<file path="config.mk">
export PLATFORM = sky130hd
export DESIGN_NAME = udp_pseudo_header_checksum_top
export DESIGN_NICKNAME = d
export VERILOG_FILES = /design/src/hdl/uphc_pkg.sv /design/src/hdl/udp_pseudo_header_checksum_top.sv /design/src/hdl/uphc_fifo.sv /design/src/hdl/uphc_front.sv /design/src/hdl/uphc_back.sv
export SDC_FILE = /design/constraint.sdc
export NUM_CORES = 1
export LEC_CHECK = 0
export BUFFER_PORTS_ARGS = -buffer_cell sky130_fd_sc_hd__buf_4
export CAP_MARGIN = 20
export CELL_PAD_IN_SITES_DETAIL_PLACEMENT = 1
export CELL_PAD_IN_SITES_GLOBAL_PLACEMENT = 1
export CORE_ASPECT_RATIO = 1.5
export CORE_MARGIN = 3
export CORE_UTILIZATION = 39
export CTS_CLUSTER_DIAMETER = 150
export DETAILED_ROUTE_END_ITERATION = 6
export GPL_ROUTABILITY_DRIVEN = 0
export PLACE_DENSITY = 0.82
export SKIP_LAST_GASP = 1
export SYNTH_ARGS = -nofsm -noshare
export SYNTH_HDL_FRONTEND = slang
export SYNTH_SLANG_ARGS = --single-unit
</file>
<file path="constraint.sdc">
create_clock -name i_clk -period 8 [get_ports i_clk]
set_input_delay 0.4 -clock i_clk [delete_from_list [all_inputs] [get_ports i_clk]]
set_output_delay 0.4 -clock i_clk [all_outputs]
set_load 0.02 [all_outputs]
</file>
<file path="src/hdl/uphc_pkg.sv">
// Package for the UDP pseudo-header checksum block.
// Holds the port payload types, the queue entry types and the shared constants.
// No dependencies.
`timescale 1ns / 1ps

package uphc_pkg;

    // Codes of the action field.
    localparam logic ACTION_HEADER = 1'b0;
    localparam logic ACTION_DATA   = 1'b1;

    // Protocol number that the pseudo-header carries for UDP.
    localparam logic [15:0] UDP_PROTO = 16'd17;

    // All-ones word, the checksum value that the caller treats as failure.
    localparam logic [15:0] WORD_ALL_ONES = 16'hFFFF;

    // Widths of a partial sum of five 16-bit words and of the unfolded sum of one header (eighteen 16-bit words).
    localparam int PART_W  = 19;
    localparam int TOTAL_W = 21;

    // One input request.
    typedef struct packed {
        logic        action;
        logic        ip_version;
        logic [63:0] source_addr_high;
        logic [63:0] source_addr_low;
        logic [63:0] dest_addr_high;
        logic [63:0] dest_addr_low;
        logic [15:0] udp_length;
        logic [15:0] data_word;
        logic        single_byte;
        logic        last_word;
    } t_in_item;

    // One result request.
    typedef struct packed {
        logic [15:0] checksum;
        logic        reported_failure;
    } t_out_item;

    // Classified operation passed from the front end to the back end.
    // A header carries its folded pseudo-header sum, a data entry its masked word.
    typedef struct packed {
        logic        hdr;
        logic        last;
        logic [15:0] value;
    } t_mid;

endpackage

</file>
<file path="src/hdl/udp_pseudo_header_checksum_top.sv">
// UDP checksum over the IPv4 or IPv6 pseudo-header and segment words.
// Throughput: one request per cycle while full is low; the back end folds one queued word into
// the sum each cycle while its queue holds entries and a last word finds room for its result.
// The front and back end are parted by a MID_DEPTH queue; results wait in an OUT_DEPTH queue.
// Synchronous reset clears the running sum and empties queues.
`timescale 1ns / 1ps

module udp_pseudo_header_checksum_top
    import uphc_pkg::*;
#(
    parameter int MID_DEPTH = 4,
    parameter int OUT_DEPTH = 2
) (
    input  logic      i_clk,
    input  logic      i_rst_n,
    input  logic      push,
    input  t_in_item  i_item,
    output logic      full,
    output logic      empty,
    input  logic      pop,
    output t_out_item o_result
);

    logic      w_mid_push, w_mid_full, w_mid_pop, w_mid_empty;
    t_mid      w_mid_wdata, w_mid_rdata;
    logic      w_res_push, w_res_full;
    t_out_item w_res_wdata;

    // Front end: acceptance and header summing.
    uphc_front u_front (
        .i_clk      (i_clk),
        .i_rst_n    (i_rst_n),
        .push       (push),
        .i_item     (i_item),
        .full       (full),
        .o_mid_push (w_mid_push),
        .o_mid_data (w_mid_wdata),
        .i_mid_full (w_mid_full)
    );

    // Queue of classified operations.
    uphc_fifo #(
        .t_data (t_mid),
        .DEPTH  (MID_DEPTH)
    ) u_mid_fifo (
        .i_clk   (i_clk),
        .i_rst_n (i_rst_n),
        .i_push  (w_mid_push),
        .i_data  (w_mid_wdata),
        .o_full  (w_mid_full),
        .i_pop   (w_mid_pop),
        .o_data  (w_mid_rdata),
        .o_empty (w_mid_empty)
    );

    // Back end: running sum and checksum.
    uphc_back u_back (
        .i_clk       (i_clk),
        .i_rst_n     (i_rst_n),
        .i_mid_data  (w_mid_rdata),
        .i_mid_empty (w_mid_empty),
        .o_mid_pop   (w_mid_pop),
        .o_res_push  (w_res_push),
        .o_res_data  (w_res_wdata),
        .i_res_full  (w_res_full)
    );

    // Result queue towards the consumer.
    uphc_fifo #(
        .t_data (t_out_item),
        .DEPTH  (OUT_DEPTH)
    ) u_res_fifo (
        .i_clk   (i_clk),
        .i_rst_n (i_rst_n),
        .i_push  (w_res_push),
        .i_data  (w_res_wdata),
        .o_full  (w_res_full),
        .i_pop   (pop),
        .o_data  (o_result),
        .o_empty (empty)
    );

endmodule

</file>
<file path="src/hdl/uphc_fifo.sv">
// Small first-word-fall-through queue with a type parameter for its entries.
// Used between front and back end and as the result queue. Depends on nothing.
`timescale 1ns / 1ps

module uphc_fifo #(
    parameter type t_data = logic,
    parameter int  DEPTH  = 4
) (
    input  logic  i_clk,
    input  logic  i_rst_n,
    input  logic  i_push,
    input  t_data i_data,
    output logic  o_full,
    input  logic  i_pop,
    output t_data o_data,
    output logic  o_empty
);

    localparam int PTR_W = (DEPTH > 1) ? $clog2(DEPTH) : 1;
    localparam int CNT_W = $clog2(DEPTH + 1);

    t_data              r_mem [DEPTH];
    logic [PTR_W-1:0]   r_wr_ptr, n_wr_ptr;
    logic [PTR_W-1:0]   r_rd_ptr, n_rd_ptr;
    logic [CNT_W-1:0]   r_count, n_count;
    logic               w_do_push, w_do_pop;

    assign o_full    = (r_count == CNT_W'(DEPTH));
    assign o_empty   = (r_count == '0);
    assign w_do_push = i_push && !o_full;
    assign w_do_pop  = i_pop && !o_empty;
    assign o_data    = r_mem[r_rd_ptr];

    // Pointer and fill count updates, wrapping at the depth.
    always_comb begin
        n_wr_ptr = r_wr_ptr;
        n_rd_ptr = r_rd_ptr;
        n_count  = r_count;
        if (w_do_push) begin
            n_wr_ptr = (r_wr_ptr == PTR_W'(DEPTH - 1)) ? '0 : r_wr_ptr + 1'b1;
        end
        if (w_do_pop) begin
            n_rd_ptr = (r_rd_ptr == PTR_W'(DEPTH - 1)) ? '0 : r_rd_ptr + 1'b1;
        end
        if (w_do_push && !w_do_pop) begin
            n_count = r_count + 1'b1;
        end else if (w_do_pop && !w_do_push) begin
            n_count = r_count - 1'b1;
        end
    end

    always_ff @(posedge i_clk) begin
        if (!i_rst_n) begin
            r_wr_ptr <= '0;
            r_rd_ptr <= '0;
            r_count  <= '0;
        end else begin
            r_wr_ptr <= n_wr_ptr;
            r_rd_ptr <= n_rd_ptr;
            r_count  <= n_count;
        end
    end

    // Entry storage needs no reset.
    always_ff @(posedge i_clk) begin
        if (w_do_push) begin
            r_mem[r_wr_ptr] <= i_data;
        end
    end

endmodule

</file>
<file path="src/hdl/uphc_front.sv">
// Front end: accepts requests, sums the pseudo-header in two stages and
// classifies each request into a queue entry. Depends on uphc_pkg.
`timescale 1ns / 1ps

module uphc_front
    import uphc_pkg::*;
(
    input  logic     i_clk,
    input  logic     i_rst_n,
    input  logic     push,
    input  t_in_item i_item,
    output logic     full,
    output logic     o_mid_push,
    output t_mid     o_mid_data,
    input  logic     i_mid_full
);

    logic                r_s1_valid, n_s1_valid;
    logic                r_s1_hdr, r_s1_last;
    logic [PART_W-1:0]   r_s1_part [4];
    logic [PART_W-1:0]   n_s1_part [4];
    logic                r_s2_valid, n_s2_valid;
    logic                r_s2_hdr, r_s2_last;
    logic [TOTAL_W-1:0]  r_s2_total, n_s2_total;
    logic                w_advance, w_accept, w_v6;
    logic [15:0]         w_word;
    logic [63:0]         w_src_hi, w_src_lo, w_dst_hi, w_dst_lo;
    logic [16:0]         w_fold1;
    logic [15:0]         w_fold2;

    // Sum of the four 16-bit words of a 64-bit quantity.
    function automatic logic [PART_W-1:0] sum_quad(input logic [63:0] v);
        return PART_W'(v[15:0]) + PART_W'(v[31:16]) + PART_W'(v[47:32])
             + PART_W'(v[63:48]);
    endfunction

    // The whole pipeline moves when its last stage is empty or can drain.
    assign w_advance = !r_s2_valid || !i_mid_full;
    assign full      = !w_advance;
    assign w_accept  = push && w_advance;

    // IPv4 keeps only the low 32 bits of each address.
    assign w_v6     = i_item.ip_version;
    assign w_src_hi = i_item.source_addr_high & {64{w_v6}};
    assign w_dst_hi = i_item.dest_addr_high & {64{w_v6}};
    assign w_src_lo = i_item.source_addr_low & {{32{w_v6}}, 32'hFFFF_FFFF};
    assign w_dst_lo = i_item.dest_addr_low & {{32{w_v6}}, 32'hFFFF_FFFF};

    // An odd tail byte is padded with a zero low byte.
    assign w_word = i_item.single_byte ? {i_item.data_word[15:8], 8'h00}
                                       : i_item.data_word;

    // Stage one: four partial sums; a data word travels alone in the first.
    always_comb begin
        n_s1_valid = w_accept;
        if (i_item.action == ACTION_DATA) begin
            n_s1_part[0] = PART_W'(w_word);
            n_s1_part[1] = '0;
            n_s1_part[2] = '0;
            n_s1_part[3] = '0;
        end else begin
            n_s1_part[0] = sum_quad(w_src_hi) + PART_W'(UDP_PROTO);
            n_s1_part[1] = sum_quad(w_src_lo) + PART_W'(i_item.udp_length);
            n_s1_part[2] = sum_quad(w_dst_hi);
            n_s1_part[3] = sum_quad(w_dst_lo);
        end
    end

    // Stage two: total of the partial sums.
    always_comb begin
        n_s2_valid = r_s1_valid;
        n_s2_total = TOTAL_W'(r_s1_part[0]) + TOTAL_W'(r_s1_part[1])
                   + TOTAL_W'(r_s1_part[2]) + TOTAL_W'(r_s1_part[3]);
    end

    always_ff @(posedge i_clk) begin
        if (!i_rst_n) begin
            r_s1_valid <= 1'b0;
            r_s2_valid <= 1'b0;
        end else if (w_advance) begin
            r_s1_valid <= n_s1_valid;
            r_s2_valid <= n_s2_valid;
        end
    end

    // Payload registers of both stages.
    always_ff @(posedge i_clk) begin
        if (w_advance) begin
            r_s1_hdr   <= (i_item.action == ACTION_HEADER);
            r_s1_last  <= i_item.last_word;
            r_s1_part  <= n_s1_part;
            r_s2_hdr   <= r_s1_hdr;
            r_s2_last  <= r_s1_last;
            r_s2_total <= n_s2_total;
        end
    end

    // End-around carry fold of the total down to 16 bits; zero stays zero.
    assign w_fold1 = {1'b0, r_s2_total[15:0]} + 17'(r_s2_total[TOTAL_W-1:16]);
    assign w_fold2 = w_fold1[15:0] + 16'(w_fold1[16]);

    // Classified entry towards the back end.
    always_comb begin
        o_mid_push       = r_s2_valid && !i_mid_full;
        o_mid_data.hdr   = r_s2_hdr;
        o_mid_data.last  = r_s2_last;
        o_mid_data.value = w_fold2;
    end

endmodule

</file>
<file path="src/hdl/uphc_back.sv">
// Back end: holds the running one's complement sum, applies queued entries
// in order and emits the checksum on the last word. Depends on uphc_pkg.
`timescale 1ns / 1ps

module uphc_back
    import uphc_pkg::*;
(
    input  logic      i_clk,
    input  logic      i_rst_n,
    input  t_mid      i_mid_data,
    input  logic      i_mid_empty,
    output logic      o_mid_pop,
    output logic      o_res_push,
    output t_out_item o_res_data,
    input  logic      i_res_full
);

    logic [15:0] r_sum, n_sum;
    logic [16:0] w_add;
    logic [15:0] w_add_fold;
    logic [15:0] w_chk;
    logic        w_needs_room;

    // One's complement add of the queued word to the running sum.
    assign w_add      = {1'b0, r_sum} + {1'b0, i_mid_data.value};
    assign w_add_fold = w_add[15:0] + 16'(w_add[16]);
    assign w_chk      = ~w_add_fold;

    // Only a last data word needs space in the result queue.
    assign w_needs_room = !i_mid_data.hdr && i_mid_data.last;

    always_comb begin
        o_mid_pop  = !i_mid_empty && (!w_needs_room || !i_res_full);
        o_res_push = o_mid_pop && w_needs_room;
        o_res_data.checksum         = w_chk;
        o_res_data.reported_failure = (w_chk == WORD_ALL_ONES);
    end

    // A header restarts the sum, a data word adds to it.
    always_comb begin
        n_sum = r_sum;
        if (o_mid_pop) begin
            n_sum = i_mid_data.hdr ? i_mid_data.value : w_add_fold;
        end
    end

    always_ff @(posedge i_clk) begin
        if (!i_rst_n) begin
            r_sum <= '0;
        end else begin
            r_sum <= n_sum;
        end
    end

endmodule

</file>
* Yosys cells after proc, flatten, opt, wreduce, memory -nomap -nowiden
Memories as Yosys holds them, arrays and structs flattened. A register that Yosys moved wholly into a read port is not among the register bits.
Cells that the tools add are included.
** Word-level totals
- Flip-flop bits (word level) :: 130
- Latch bits :: 0
- Memory bits (writable) :: 106
- ROM bits :: 0
- Bits of input ports :: 296
- Output and inout bits :: 19
- Word-level logic and storage cells :: 111
- Memories :: 2
** Memories
- u_mid_fifo.r_mem :: words 4, bits a word 18, rd ports 1, clocked after Yosys merged registers in 1, write ports 1, line uphc_fifo.sv:22 : t_data r_mem [DEPTH];
- u_res_fifo.r_mem :: words 2, bits a word 17, rd ports 1, clocked after Yosys merged registers in 1, write ports 1, line uphc_fifo.sv:22
** Cells by class
- Add/sub/neg operators :: 29
- $mul :: 0
- Divide/modulo/power cells :: 0
- Magnitude comparators :: 0
- Equal/unequal tests :: 5
- Shift-type cells :: 0
- Muxes and demuxes :: 19
- Bitwise gates (word level) :: 6
- Reduce and logical (&&, ||, !) cells :: 31
** Operators by type and width (number)
- $and A64 B64 Y64 :: 4
- $add A19 B16 Y19 :: 9
- $add A16 B16 Y17 :: 5
- $mux W73 :: 1
- $add A21 B19 Y21 :: 2
- $add A16 B1 Y16 :: 2
- $add A19 B19 Y20 :: 1
- $add A19 B5 Y19 const B :: 1
- $add A16 B5 Y17 :: 1
- $eq A16 B16 Y1 const B :: 1
- $mux W16 :: 1
- $not A16 Y16 :: 1
- $logic_and A1 B1 Y1 :: 13
- $logic_not A1 Y1 :: 12
- $mux W2 :: 6
- $mux W1 :: 8
- $mux W8 :: 1
- $add A2 B1 Y2 const B :: 3
- $eq A2 B2 Y1 const B :: 3
- $mux W3 :: 2
- $reduce_bool A2 Y1 :: 2
- $add A3 B1 Y3 const B :: 1
- $eq A3 B3 Y1 const B :: 1
- $logic_not A3 Y1 :: 1
- other kinds (6) :: 8

* Longest topological paths before layout
Gate-level depths: netlist (run 1).
- Depth after elaboration :: 11
- Mapped depth :: 23

* By module
From an unflattened synthesis (run 1), not the netlist that was laid out.
** Unflattened totals
- Cell total of the unflattened synthesis :: 1908
- Area, all modules :: 20329.5 sq um
** Modules (own cells, without submodules)
- uphc_front :: instances 1, cells an instance 1425, area an instance 13718.2 sq um, sequential area each 3012.9 sq um
- uphc_fifo at u_mid_fifo :: instances 1, cells an instance 145, area an instance 3119.2 sq um, sequential area each 2342.2 sq um
- uphc_back :: instances 1, cells an instance 260, area an instance 2033.2 sq um, sequential area each 320.3 sq um
- uphc_fifo at u_res_fifo :: instances 1, cells an instance 78, area an instance 1458.9 sq um, sequential area each 1121.1 sq um

* Worst setup path before layout (run 1)
No wires, ideal clock.
- Path kind :: register to register
- Start point :: reg (tool-made name)
- End point :: mem u_res_fifo.r_mem[0][0] (netlist name), data pin
- Library setup time :: 0.259 ns
- Data arrival time :: 5.081 ns
- Path slack :: 2.659 ns
- Stages on the path, launching flop included :: 23
- Path buffers :: 3
- Cell sequence :: dfxtp_1 > buf_2 > buf_1 > mux4_2 > ha_1 > clkbuf_1 > nand3_1 > and2_1 > a21oi_1 > or3_1 > a31oi_1 > o21bai_1 > a21oi_1 > o21bai_1 > ha_1 > ha_1 > o2111a_1 > o2111ai_1 > nand2b_1 > or4_4 > or3_1 > and2_4 > and4_1
** RTL lines (line)
- end, declared :: uphc_fifo.sv:22

==> impl_metrics.env, run 1 <==
export IMPL_cts_buffers=26
export IMPL_swShare_pct=45.1
export IMPL_ys_warn_count=0
export IMPL_cts_sinks=237
export IMPL_reg2reg_depth=21
export IMPL_grt_total_usage_pct=19.8
export IMPL_grt_pass1_vias=19871
export IMPL_grt_max_degree=91
export IMPL_worst_setup_path_type="flop to flop"
export IMPL_layout_worst_path_cycle_share_pct=73.8
export IMPL_gr_total_overflow=0
export IMPL_clock_skew_ns=0.00726
export IMPL_synth_edff_count=205
export IMPL_finalSetupViolCount=0
export IMPL_synthCells=2246
export IMPL_drc=0
export IMPL_synth_main_ff_cell="edfxtp_1"
export IMPL_dp_cells=3202
export IMPL_synth_top_area_cell="edfxtp_1"
export IMPL_worst_slew_pin_slew_ns=1.00
export IMPL_leakagePower_nw=11.6
export IMPL_ys_types=91
export IMPL_p_seq_share_pct=23.1
export IMPL_outcome="finished clean"
export IMPL_clkLatencyLatePin_ns=0.53
export IMPL_die_width_um=198
export IMPL_synth_area_leaders="edfxtp_1, ha_1, fa_1, inv_1, xnor2_1"
export IMPL_hold_buffers=0
export IMPL_drt_wirelength_per_cell_um=18.2
export IMPL_r2r_setup_slack_ns=2.09
export IMPL_yosys_area_share_simple_pct=17.2
export IMPL_io_buffers=314
export IMPL_wirelength_um=59100
export IMPL_ctsResizeCount=0
export IMPL_syn_to_final_growth_pct=18.4
export IMPL_worst_hold_path_type="input port to flop"
export IMPL_fmax_mhz=169
export IMPL_period_minus_slack_ns=5.91
export IMPL_synth_area_um2=21600
export IMPL_grt_pass1_wl_um=95500
export IMPL_vias=17417
export IMPL_pin_count=315
export IMPL_path_max_fanout=10
export IMPL_synth_xor_area_share_pct=6.74
export IMPL_first_pass_iters=7
export IMPL_cts_tree="built"
export IMPL_drt_iter0_drc=540
export IMPL_synth_nets=2868
export IMPL_worstHoldStart="i_item[0]"
export IMPL_hpwl_um=49700
export IMPL_antenna_found_initial=1
export IMPL_htreeDepth=1
export IMPL_finalHoldViolations=0
export IMPL_slew_violations=0
export IMPL_row_count=104
export IMPL_clock_path_buffers=3
export IMPL_utilization_pct=47.2
export IMPL_p_per_area_nw_per_um2=373
export IMPL_core_um2=54100
export IMPL_placed_cell_area_um2=24600
export IMPL_cp_end_kind="flop"
export IMPL_layout_drive_gt1_share_pct=16.8
export IMPL_synthAdderAreaFrac_pct=22.7
export IMPL_syn_avg_cell_area_um2=9.60
export IMPL_whs_path_depth=1
export IMPL_root_buffer="clkbuf_16"
export IMPL_clkPwrFrac_pct=12.9
export IMPL_via_per_inst=5.36
export IMPL_layout_nets=3163
export IMPL_synthMuxAreaShare_pct=3.00
export IMPL_internal_power_mw=5.23
export IMPL_synth_seq_area_share_pct=31.5
export IMPL_fillers=6207
export IMPL_die_h_um=294
export IMPL_setup_tns_ns=0
export IMPL_clk_pin_slew_worst_paths_ns=0.06
export IMPL_synthArstFlopShare_pct=0
export IMPL_maxSlewHeadroom_pct=33.3
export IMPL_post_cts_buffers=0
export IMPL_fin_area_um2=25500
export IMPL_synth_compound_area_share_pct=13.1
export IMPL_initial_utilization_pct=39.8
export IMPL_rsz0062_at_grt="no"
export IMPL_critPathLaunchType="flop"
export IMPL_worstPathArrival_ns=6.28
export IMPL_synth_top_family_by_area="adder cells"
export IMPL_synth_top_area_share_pct=28.5
export IMPL_antenna_left=0
export IMPL_maxCapViolations=0
export IMPL_ys_ff_latch=237
export IMPL_final_cells=3251
export IMPL_irDropWorstVdd_mv=0.214
export IMPL_pwr_share_comb_pct=64.0
export IMPL_p_sw_mw=4.30
export IMPL_total_power_mw=9.53
export IMPL_die_area_um2=58200
export IMPL_cp_required_ns=8.37
-- power by group through the flow --
stage | clock [mW] | combinational, mW | sequential, mW
2_1_floorplan | 0 | 4.46 | 2.12
3_3_place_gp | 0 | 5.66 | 2.20
3_5_place_dp | 0 | 6.06 | 2.23
4_1_cts | 1.26 | 6.11 | 2.21
5_1_grt | 1.31 | 6.78 | 2.24
6_report | 1.23 | 6.10 | 2.20
-- cells in the final DEF, fill, tap and decap left out, types with 9 or more instances in the layout --
master	Yosys	routed
nor2_1	122	122
o21ai_0	84	84
a31oi_1	15	15
o21bai_1	22	22
mux4_2	18	18
edfxtp_1	205	205
nor2b_1	35	35
buf_4	0	321
a211o_1	9	9
nand2b_1	13	13
a21oi_1	105	105
a21o_1	39	39
nand2_1	203	203
or3_1	29	29
fa_1	109	109
dfxtp_1	32	32
and2_1	135	135
a211oi_1	25	25
xor2_1	62	62
nand3_1	55	54
xnor2_1	104	104
or2_2	9	9
o211ai_1	11	11
mux2_2	17	17
and3_1	27	27
a21boi_0	9	9
clkbuf_16	0	28
nor3_1	49	49
ha_1	217	217
nand4_1	15	15
inv_1	266	266
o21a_1	20	20
o2111ai_1	9	9
-- cell families (layout without fill, tap and decap cells) --
| kind of cell | after synthesis | after routing |
|---|---|---|
| DFF | 237 | 237 |
| xor gates and xnor gates | 166 | 166 |
| buffers and inverters | 323 | 638 |
| and+or+nand+nor | 731 | 731 |
| muxes | 40 | 40 |
| adders and majority gates | 326 | 326 |
| other | 0 | 1 |
| AOI/OAI and AO/OA | 423 | 423 |
-- registers in the layout, summed over array words and instances (netlist names), named ones only --
| register | flops |
|---|---|
| u_back.r_sum | 16 |
| u_front.n_s2_valid | 1 |
| u_front.r_s1_hdr | 1 |
| u_front.r_s1_last | 1 |
| u_front.r_s1_part | 74 |
| u_front.r_s2_hdr | 1 |
| u_front.r_s2_last | 1 |
| u_front.r_s2_total | 21 |
| u_front.r_s2_valid | 1 |
| u_mid_fifo.r_count | 3 |
| u_mid_fifo.r_mem | 72 |
| u_mid_fifo.r_rd_ptr | 2 |
| u_mid_fifo.r_wr_ptr | 2 |
| u_res_fifo.r_count | 2 |
| u_res_fifo.r_mem | 34 |
| u_res_fifo.r_rd_ptr | 1 |
| u_res_fifo.r_wr_ptr | 1 |
-- cells in the mapped netlist (39+ instances only) --
cell type	n
inv_1	266
ha_1	217
edfxtp_1	205
nand2_1	203
and2_1	135
nor2_1	122
fa_1	109
a21oi_1	105
xnor2_1	104
o21ai_0	84
xor2_1	62
nand3_1	55
nor3_1	49
clkbuf_1	46
a21o_1	39
-- layer usage --
layer | global-route usage, % | share of wire, % | up-vias | wire, µm
li1 | - | - | 8416 | -
met3 | 2.31 | 3.4 | 118 | 2010
met4 | 6.74 | 3.5 | 0 | 2080
met2 | 40.9 | 57 | 375 | 33800
met5 | 0 | 0 | - | 0
met1 | 20.0 | 36 | 8508 | 21200
-- stage by stage --
stage | setup slack, ns | hold WS [ns]
after global placement | 2.18 | 0.403
after detailed placement | 2.05 | 0.406
after CTS | 2.12 | 0.0246
final | 2.09 | 0.0473
after floorplan | 2.66 | 0.400
after global routing | 1.63 | 0.0269
-- critical path, cell delays in order (launching register included) --
cell	delay [ns]
dfxtp_1	0.74
mux4_2	0.37
ha_1	0.19
inv_1	0.06
fa_1	0.42
nor2b_1	0.22
o2111ai_1	0.24
a21oi_1	0.27
or3_1	0.19
a31oi_1	0.09
o21bai_1	0.14
a21oi_1	0.08
o21bai_1	0.27
ha_1	0.23
ha_1	0.21
o2111a_1	0.27
o2111ai_1	0.20
nand2b_1	0.21
or4_4	0.45
xor2_1	0.30
nor4b_1	0.28
and4_1	0.30
-- area by class of cell --
type / instances / area [µm²] / area share (%)
inverter: 269 / 1010 / 3.95
clock inverter: 14 / 156 / 0.613
antenna: 1 / 2.50 / 0.00980
timing repair buffer: 321 / 2410 / 9.44
multi-input combinational: 1686 / 13600 / 53.1
tap: 689 / 862 / 3.38
clock buffer: 34 / 733 / 2.87
sequential: 237 / 6800 / 26.6
-- final timing paths --
path / end
setup / recovery: u_res_fifo.r_mem[0][0]
hold / removal: u_front.r_s1_last
setup reg to reg: u_res_fifo.r_mem[0][0]
hold reg to reg: u_front.r_s2_last
(Power assumes the default switching activity.)
==> run 2: changes to the inputs <==
--- a/config.mk
+++ b/config.mk
@@ -5,6 +5,7 @@
 export SDC_FILE = /design/constraint.sdc
 export NUM_CORES = 1
 export LEC_CHECK = 0
+export ABC_AREA = 1
 export BUFFER_PORTS_ARGS = -buffer_cell sky130_fd_sc_hd__buf_4
 export CAP_MARGIN = 20
 export CELL_PAD_IN_SITES_DETAIL_PLACEMENT = 1
@@ -15,7 +16,7 @@
 export CTS_CLUSTER_DIAMETER = 150
 export DETAILED_ROUTE_END_ITERATION = 6
 export GPL_ROUTABILITY_DRIVEN = 0
-export PLACE_DENSITY = 0.82
+export PLACE_DENSITY = 0.87
 export SKIP_LAST_GASP = 1
 export SYNTH_ARGS = -nofsm -noshare
 export SYNTH_HDL_FRONTEND = slang
==> constraint.sdc (replaced) <==
create_clock -name i_clk -period 5.2 [get_ports i_clk]
set_input_delay 0.26 -clock i_clk [delete_from_list [all_inputs] [get_ports i_clk]]
set_output_delay 0.26 -clock i_clk [all_outputs]
set_load 0.02 [all_outputs]
==> run 2 against run 1 <==
  * First-iteration DRC count increased by 25%
  * Sequential cell count unchanged
  * Total power increased by 53%
  * Synthesized cell count increased by 26%
  * Sequential power increased by 52%
  * Critical endpoint is now u_front.r_s2_total[20]
==> impl_metrics.env, run 2 <==
export IMPL_outcome="finished clean"
export IMPL_layout_nets=3778
export IMPL_drc=0
export IMPL_vias=19913
export IMPL_io_buffers=314
export IMPL_final_cell_mix="nand2_1, inv_1, buf_4"
export IMPL_setup_tns_ns=0
export IMPL_gr_total_overflow=0
export IMPL_irDropWorstVdd_mv=0.311
export IMPL_clock_path_buffers=3
export IMPL_drt_wirelength_per_cell_um=16.1
export IMPL_ff_latch_area_um2=6800
export IMPL_cts_tree="built"
export IMPL_holdWs_ns=0.0255
export IMPL_mostFrequentLayoutCell="nand2_1"
export IMPL_initial_utilization_pct=39.7
export IMPL_first_pass_iters=5
export IMPL_maxCapViolations=0
export IMPL_wirelength_um=63500
export IMPL_syn_to_final_growth_pct=19.0
export IMPL_die_width_um=201
export IMPL_cts_buffers=24
export IMPL_clock_skew_ns=0.0143
export IMPL_pre_cts_ws_ns=0.0566
export IMPL_synth_top_area_share_pct=27.7
export IMPL_cts_sinks=237
export IMPL_yosysMostFrequentCell="nand2_1"
export IMPL_clkLatencyLatePin_ns=0.54
export IMPL_path_max_fanout=6
export IMPL_synth_seq_area_share_pct=30.6
export IMPL_fillers=6960
export IMPL_finalSetupViolCount=0
export IMPL_leakagePower_nw=13.8
export IMPL_synth_top_area_cell="edfxtp_1"
export IMPL_grt_total_usage_pct=20.6
export IMPL_synthCells=2829
export IMPL_grt_pass1_wl_um=103000
export IMPL_multi_input_area_um2=13100
export IMPL_pin_count=315
export IMPL_syn_avg_cell_area_um2=7.86
export IMPL_worst_hold_path_type="input port to flop"
export IMPL_grt_pass1_vias=21906
export IMPL_synth_main_ff_cell="edfxtp_1"
export IMPL_rsz0062_at_grt="no"
export IMPL_ys_warn_count=0
export IMPL_via_per_inst=5.06
export IMPL_htreeDepth=1
export IMPL_slew_violations=0
export IMPL_hpwl_um=54100
export IMPL_ys_ff_latch=237
export IMPL_layout_drive_gt1_share_pct=14.2
export IMPL_drt_iter0_drc=677
export IMPL_top_register="u_front.r_s1_part"
export IMPL_worstPathArrival_ns=5.04
export IMPL_die_area_um2=60000
export IMPL_synthArstFlopShare_pct=0
export IMPL_synth_commonest_cells="nand2_1, inv_1, a21oi_1"
export IMPL_root_buffer="clkbuf_16"
export IMPL_critPathLaunchType="flop"
export IMPL_grt_max_degree=90
export IMPL_cp_end_kind="flop"
export IMPL_layout_worst_path_cycle_share_pct=91.7
export IMPL_period_minus_slack_ns=4.77
export IMPL_ys_types=51
export IMPL_largest_registers="u_front.r_s1_part x74, u_mid_fifo.r_mem x72, u_res_fifo.r_mem x34"
export IMPL_antenna_left=0
export IMPL_synth_area_leaders="edfxtp_1, ha_1, nand2_1, fa_1, inv_1"
export IMPL_worst_slew_pin_slew_ns=1.10
export IMPL_worst_setup_path_type="flop to flop"
export IMPL_die_h_um=299
export IMPL_fmax_mhz=210
export IMPL_core_um2=56100
export IMPL_cp_required_ns=5.47
export IMPL_layout_setup_ws_ns=0.430
export IMPL_largest_reg_flops=74
export IMPL_antenna_found_initial=6
export IMPL_synth_area_um2=22200
export IMPL_row_count=106
export IMPL_synth_nets=3451
export IMPL_synth_edff_count=205
export IMPL_finalHoldViolations=0
export IMPL_p_per_area_nw_per_um2=553
export IMPL_clk_pin_slew_worst_paths_ns=0.06
export IMPL_maxSlewHeadroom_pct=26.7
## run 2: per-layer routing
layer	GRT usage [%]	routed length, µm	up-vias
li1	-	-	9821
met1	19.6	21800	9548
met2	42.5	36100	397
met3	2.74	2300	147
met4	9.94	3310	0
met5	0	0	-
## run 2: cell type report
class	instances	share of cell area [%]
inverter	566	8.05
tap	756	3.57
clock buffer	32	2.46
timing repair buffer	351	10.2
sequential	237	25.7
antenna	7	0.0662
clock inverter	12	0.359
multi-input combinational	1976	49.6
## run 2: final timing paths
path                                  to                  start  cells after the start  slack [ns]
setup / recovery  u_front.r_s2_total[20]  u_front.r_s1_part[40]                     19        0.43
hold / removal     u_front.r_s1_part[67]             i_item[12]                      3        0.03
setup reg to reg  u_front.r_s2_total[20]  u_front.r_s1_part[40]                     19        0.43
hold reg to reg         u_front.r_s2_hdr       u_front.r_s1_hdr                      0        0.43
## run 2: timing repair
item,4_1_cts,5_1_grt
endpoints found under the hold margin,5,0
buffers inserted,0,2
gates resized for setup,0,2
endpoints found under the setup margin,0,13
hold buffers,5,0
## run 2: cells by family after synthesis
logic type                 share of synthesized area (%)
and+or+nand+nor                                     18.9
AOI/OAI and AO/OA                                   12.7
buffers and inverters                               10.4
muxes                                              0.861
DFF                                                 30.6
xor gates and xnor gates                            4.57
adders and majority gates                           22.0
## run 2: critical path: stages (launching register included)
cell and delay, ns:
edfxtp_1 0.43, ha_1 0.43, a21oi_1 0.23, nand2_1 0.16
a21oi_1 0.24, o21ai_0 0.16, a21boi_0 0.32, o21bai_1 0.15
xnor2_1 0.31, fa_1 0.48, inv_1 0.07, ha_1 0.28
a21oi_1 0.24, inv_1 0.08, a221oi_1 0.26, o21ai_1 0.16
nand2_1 0.09, nand2_1 0.08, a21oi_1 0.25, nor2_1 0.08
## run 2: where the power goes
group,internal [mW],switching [mW]
clock network,0.932,0.723
registers,3.09,0.255
logic,3.47,6.16
total,7.49,7.14
## run 2: through the flow
step / cells / utilization, % / total power [mW] / instance area [µm²]
floorplan: 2829 / - / 10.1 / 22200
global placement: 3876 / 45.6 / 12.4 / 25600
detailed placement: 3876 / 45.6 / 13.0 / 25600
CTS: 3925 / 47.0 / 14.7 / 26400
global route: 3936 / 47.2 / 16.1 / 26500
finish: 3937 / 47.2 / 14.6 / 26500
==> run 3: changes to the inputs <==
--- a/config.mk
+++ b/config.mk
@@ -11,9 +11,7 @@
 export CELL_PAD_IN_SITES_DETAIL_PLACEMENT = 1
 export CELL_PAD_IN_SITES_GLOBAL_PLACEMENT = 1
 export CORE_ASPECT_RATIO = 1.5
-export CORE_MARGIN = 3
 export CORE_UTILIZATION = 39
-export CTS_CLUSTER_DIAMETER = 150
 export DETAILED_ROUTE_END_ITERATION = 6
 export GPL_ROUTABILITY_DRIVEN = 0
 export PLACE_DENSITY = 0.87
==> run 3 against run 2 <==
  * Sequential cell count is the same
  * Design area is 0.30% higher
  * Count of clock-buffer cells in the layout grew 4
  * Highest routed layer unchanged
  * Utilization increased by 0.14 points
  * Clock skew up 0.0043 ns
  * Hold slack got worse by 0.00078 ns
  * Die area shrank 3.3%
  * Critical path depth stayed put
  * Clock power is 6% higher
  * Global-route usage is 1.4 points higher
==> impl_metrics.env, run 3 (synthesis results as in run 2) <==
export IMPL_cp_required_ns=5.49
export IMPL_initial_utilization_pct=39.7
export IMPL_root_buffer="clkbuf_16"
export IMPL_htreeDepth=1
export IMPL_cp_end_kind="flop"
export IMPL_via_per_inst=5.09
export IMPL_clock_skew_ns=0.0186
export IMPL_pin_count=315
export IMPL_finalSetupViolCount=0
export IMPL_holdWs_ns=0.0247
export IMPL_final_cell_mix="nand2_1, inv_1, buf_4"
export IMPL_outcome="finished clean"
export IMPL_gr_total_overflow=0
export IMPL_worst_setup_path_type="flop to flop"
export IMPL_critPathMaxStageDelay_ns=0.50
export IMPL_grt_pass1_vias=22092
export IMPL_finalHoldViolations=0
export IMPL_fmax_mhz=211
export IMPL_clk_pin_slew_worst_paths_ns=0.06
export IMPL_fin_area_um2=26600
export IMPL_slew_violations=0
export IMPL_drt_wirelength_per_cell_um=16.3
export IMPL_io_buffers=314
export IMPL_clkLatencyLatePin_ns=0.56
export IMPL_rsz0062_at_grt="no"
export IMPL_die_area_um2=58000
export IMPL_path_max_fanout=6
export IMPL_worst_hold_path_type="input port to flop"
export IMPL_p_per_area_nw_per_um2=555
export IMPL_wirelength_um=64300
export IMPL_post_cts_buffers=0
export IMPL_antenna_found_initial=3
export IMPL_syn_to_final_growth_pct=19.4
export IMPL_maxSlewHeadroom_pct=25.6
export IMPL_first_pass_iters=5
export IMPL_vias=20012
export IMPL_grt_max_degree=61
export IMPL_layout_drive_gt1_share_pct=14.5
export IMPL_largest_registers="u_front.r_s1_part x74, u_mid_fifo.r_mem x72, u_res_fifo.r_mem x34"
export IMPL_die_h_um=295
export IMPL_crit_chain="ha_1 > a21oi_1 > nand2_1 > a21oi_1 > o21ai_0 > a21boi_0 > xor2_1 > fa_1 > inv_1 > ha_1 > a21oi_1 > nor2_1 > nor2_1 > a21boi_0 > o21ai_1 > nand2_1 > nand2_1 > a21oi_1 > nor2_1"
export IMPL_worstPathArrival_ns=5.03
export IMPL_leakagePower_nw=13.8
export IMPL_placed_cell_area_um2=25600
export IMPL_fillers=6935
export IMPL_worst_slew_pin_slew_ns=1.11
export IMPL_grt_pass1_wl_um=103000
export IMPL_mostFrequentLayoutCell="nand2_1"
export IMPL_cts_sinks=237
export IMPL_grt_total_usage_pct=22.1
export IMPL_utilization_pct=47.3
export IMPL_die_width_um=197
export IMPL_irDropWorstVdd_mv=0.299
export IMPL_slowest_stage="fa_1"
export IMPL_drt_iter0_drc=667
export IMPL_cts_buffers=25
export IMPL_row_count=106
export IMPL_layout_worst_path_cycle_share_pct=91.1
export IMPL_critPathLaunchType="flop"
export IMPL_drc=0
export IMPL_cts_tree="built"
export IMPL_clock_path_buffers=3
export IMPL_core_um2=56100
export IMPL_antenna_left=0
export IMPL_period_minus_slack_ns=4.74
export IMPL_hpwl_um=53900
export IMPL_largest_reg_flops=74
export IMPL_crit_top_cell="a21oi_1"
export IMPL_top_register="u_front.r_s1_part"
export IMPL_setup_tns_ns=0
export IMPL_maxCapViolations=0
export IMPL_layout_nets=3779
export IMPL_total_power_mw=14.8
==> run 3: cell types whose count changed in the layout (fill, tap and decap cells not counted), moves of 2 or more <==
cell,previous run,this run
clkinv_1,4,2
inv_4,4,1
diode_2,7,3
clkbuf_1,6,3
clkbuf_8,2,8
inv_6,0,3
==> run 3: where the power goes <==
group          internal [mW]  switching (mW)
registers               3.09           0.270
logic                   3.48            6.15
clock network           1.00           0.762
==> run 3: repair_timing <==
| action | 4_1_cts | 5_1_grt |
|---|---|---|
| hold endpoints to repair | 5 | 0 |
| gates resized for setup | 0 | 1 |
| hold buffers | 5 | 0 |
| setup endpoints to repair | 0 | 3 |
==> run 3: area by class of cell <==
type	instances	area, µm²	area share, %
Sequential cell	237	6800	25.6
Multi-Input combinational cell	1976	13100	49.5
Inverter	566	2130	8.01
Clock buffer	36	747	2.81
Tap cell	756	946	3.56
Timing Repair Buffer	351	2720	10.2
Clock inverter	10	66.3	0.250
Antenna cell	3	7.51	0.0283
==> run 3: final timing paths <==
kind / startpoint / end / slack [ns] / depth (start not counted)
max: u_front.r_s1_part[40] / u_front.r_s2_total[20] / 0.46 / 19
min: i_item[10] / u_front.r_s1_part[65] / 0.02 / 3
max reg2reg: u_front.r_s1_part[40] / u_front.r_s2_total[20] / 0.46 / 19
min reg2reg: u_front.r_s1_last / u_front.r_s2_last / 0.42 / 0
==> run 3: per-layer routing <==
metal	vias to the layer above	global-route usage, %	wire [µm]
met5	-	0	0
met4	0	10.6	3060
met3	157	2.68	2340
met2	442	46.4	37000
met1	9594	20.2	21900
li1	9819	-	-
==> run 3: stage by stage <==
stage	setup WS [ns]	std cells
2_1_floorplan	0.317	2829
3_3_place_gp	0.318	3878
3_5_place_dp	0.0555	3878
4_1_cts	0.312	3929
5_1_grt	0.110	3935
6_report	0.462	3935
==> run 3: critical path: cells and delay by family (launching register included) <==
| kind | cells | cell delay (ns) |
|---|---|---|
| AND/OR/NAND/NOR | 6 | 0.54 |
| AO/OA/AOI/OAI | 8 | 1.91 |
| flip-flops | 1 | 0.38 |
| adder cells (fa/ha/maj) | 3 | 1.19 |
| XOR/XNOR | 1 | 0.40 |
| buffers and inverters | 1 | 0.07 |
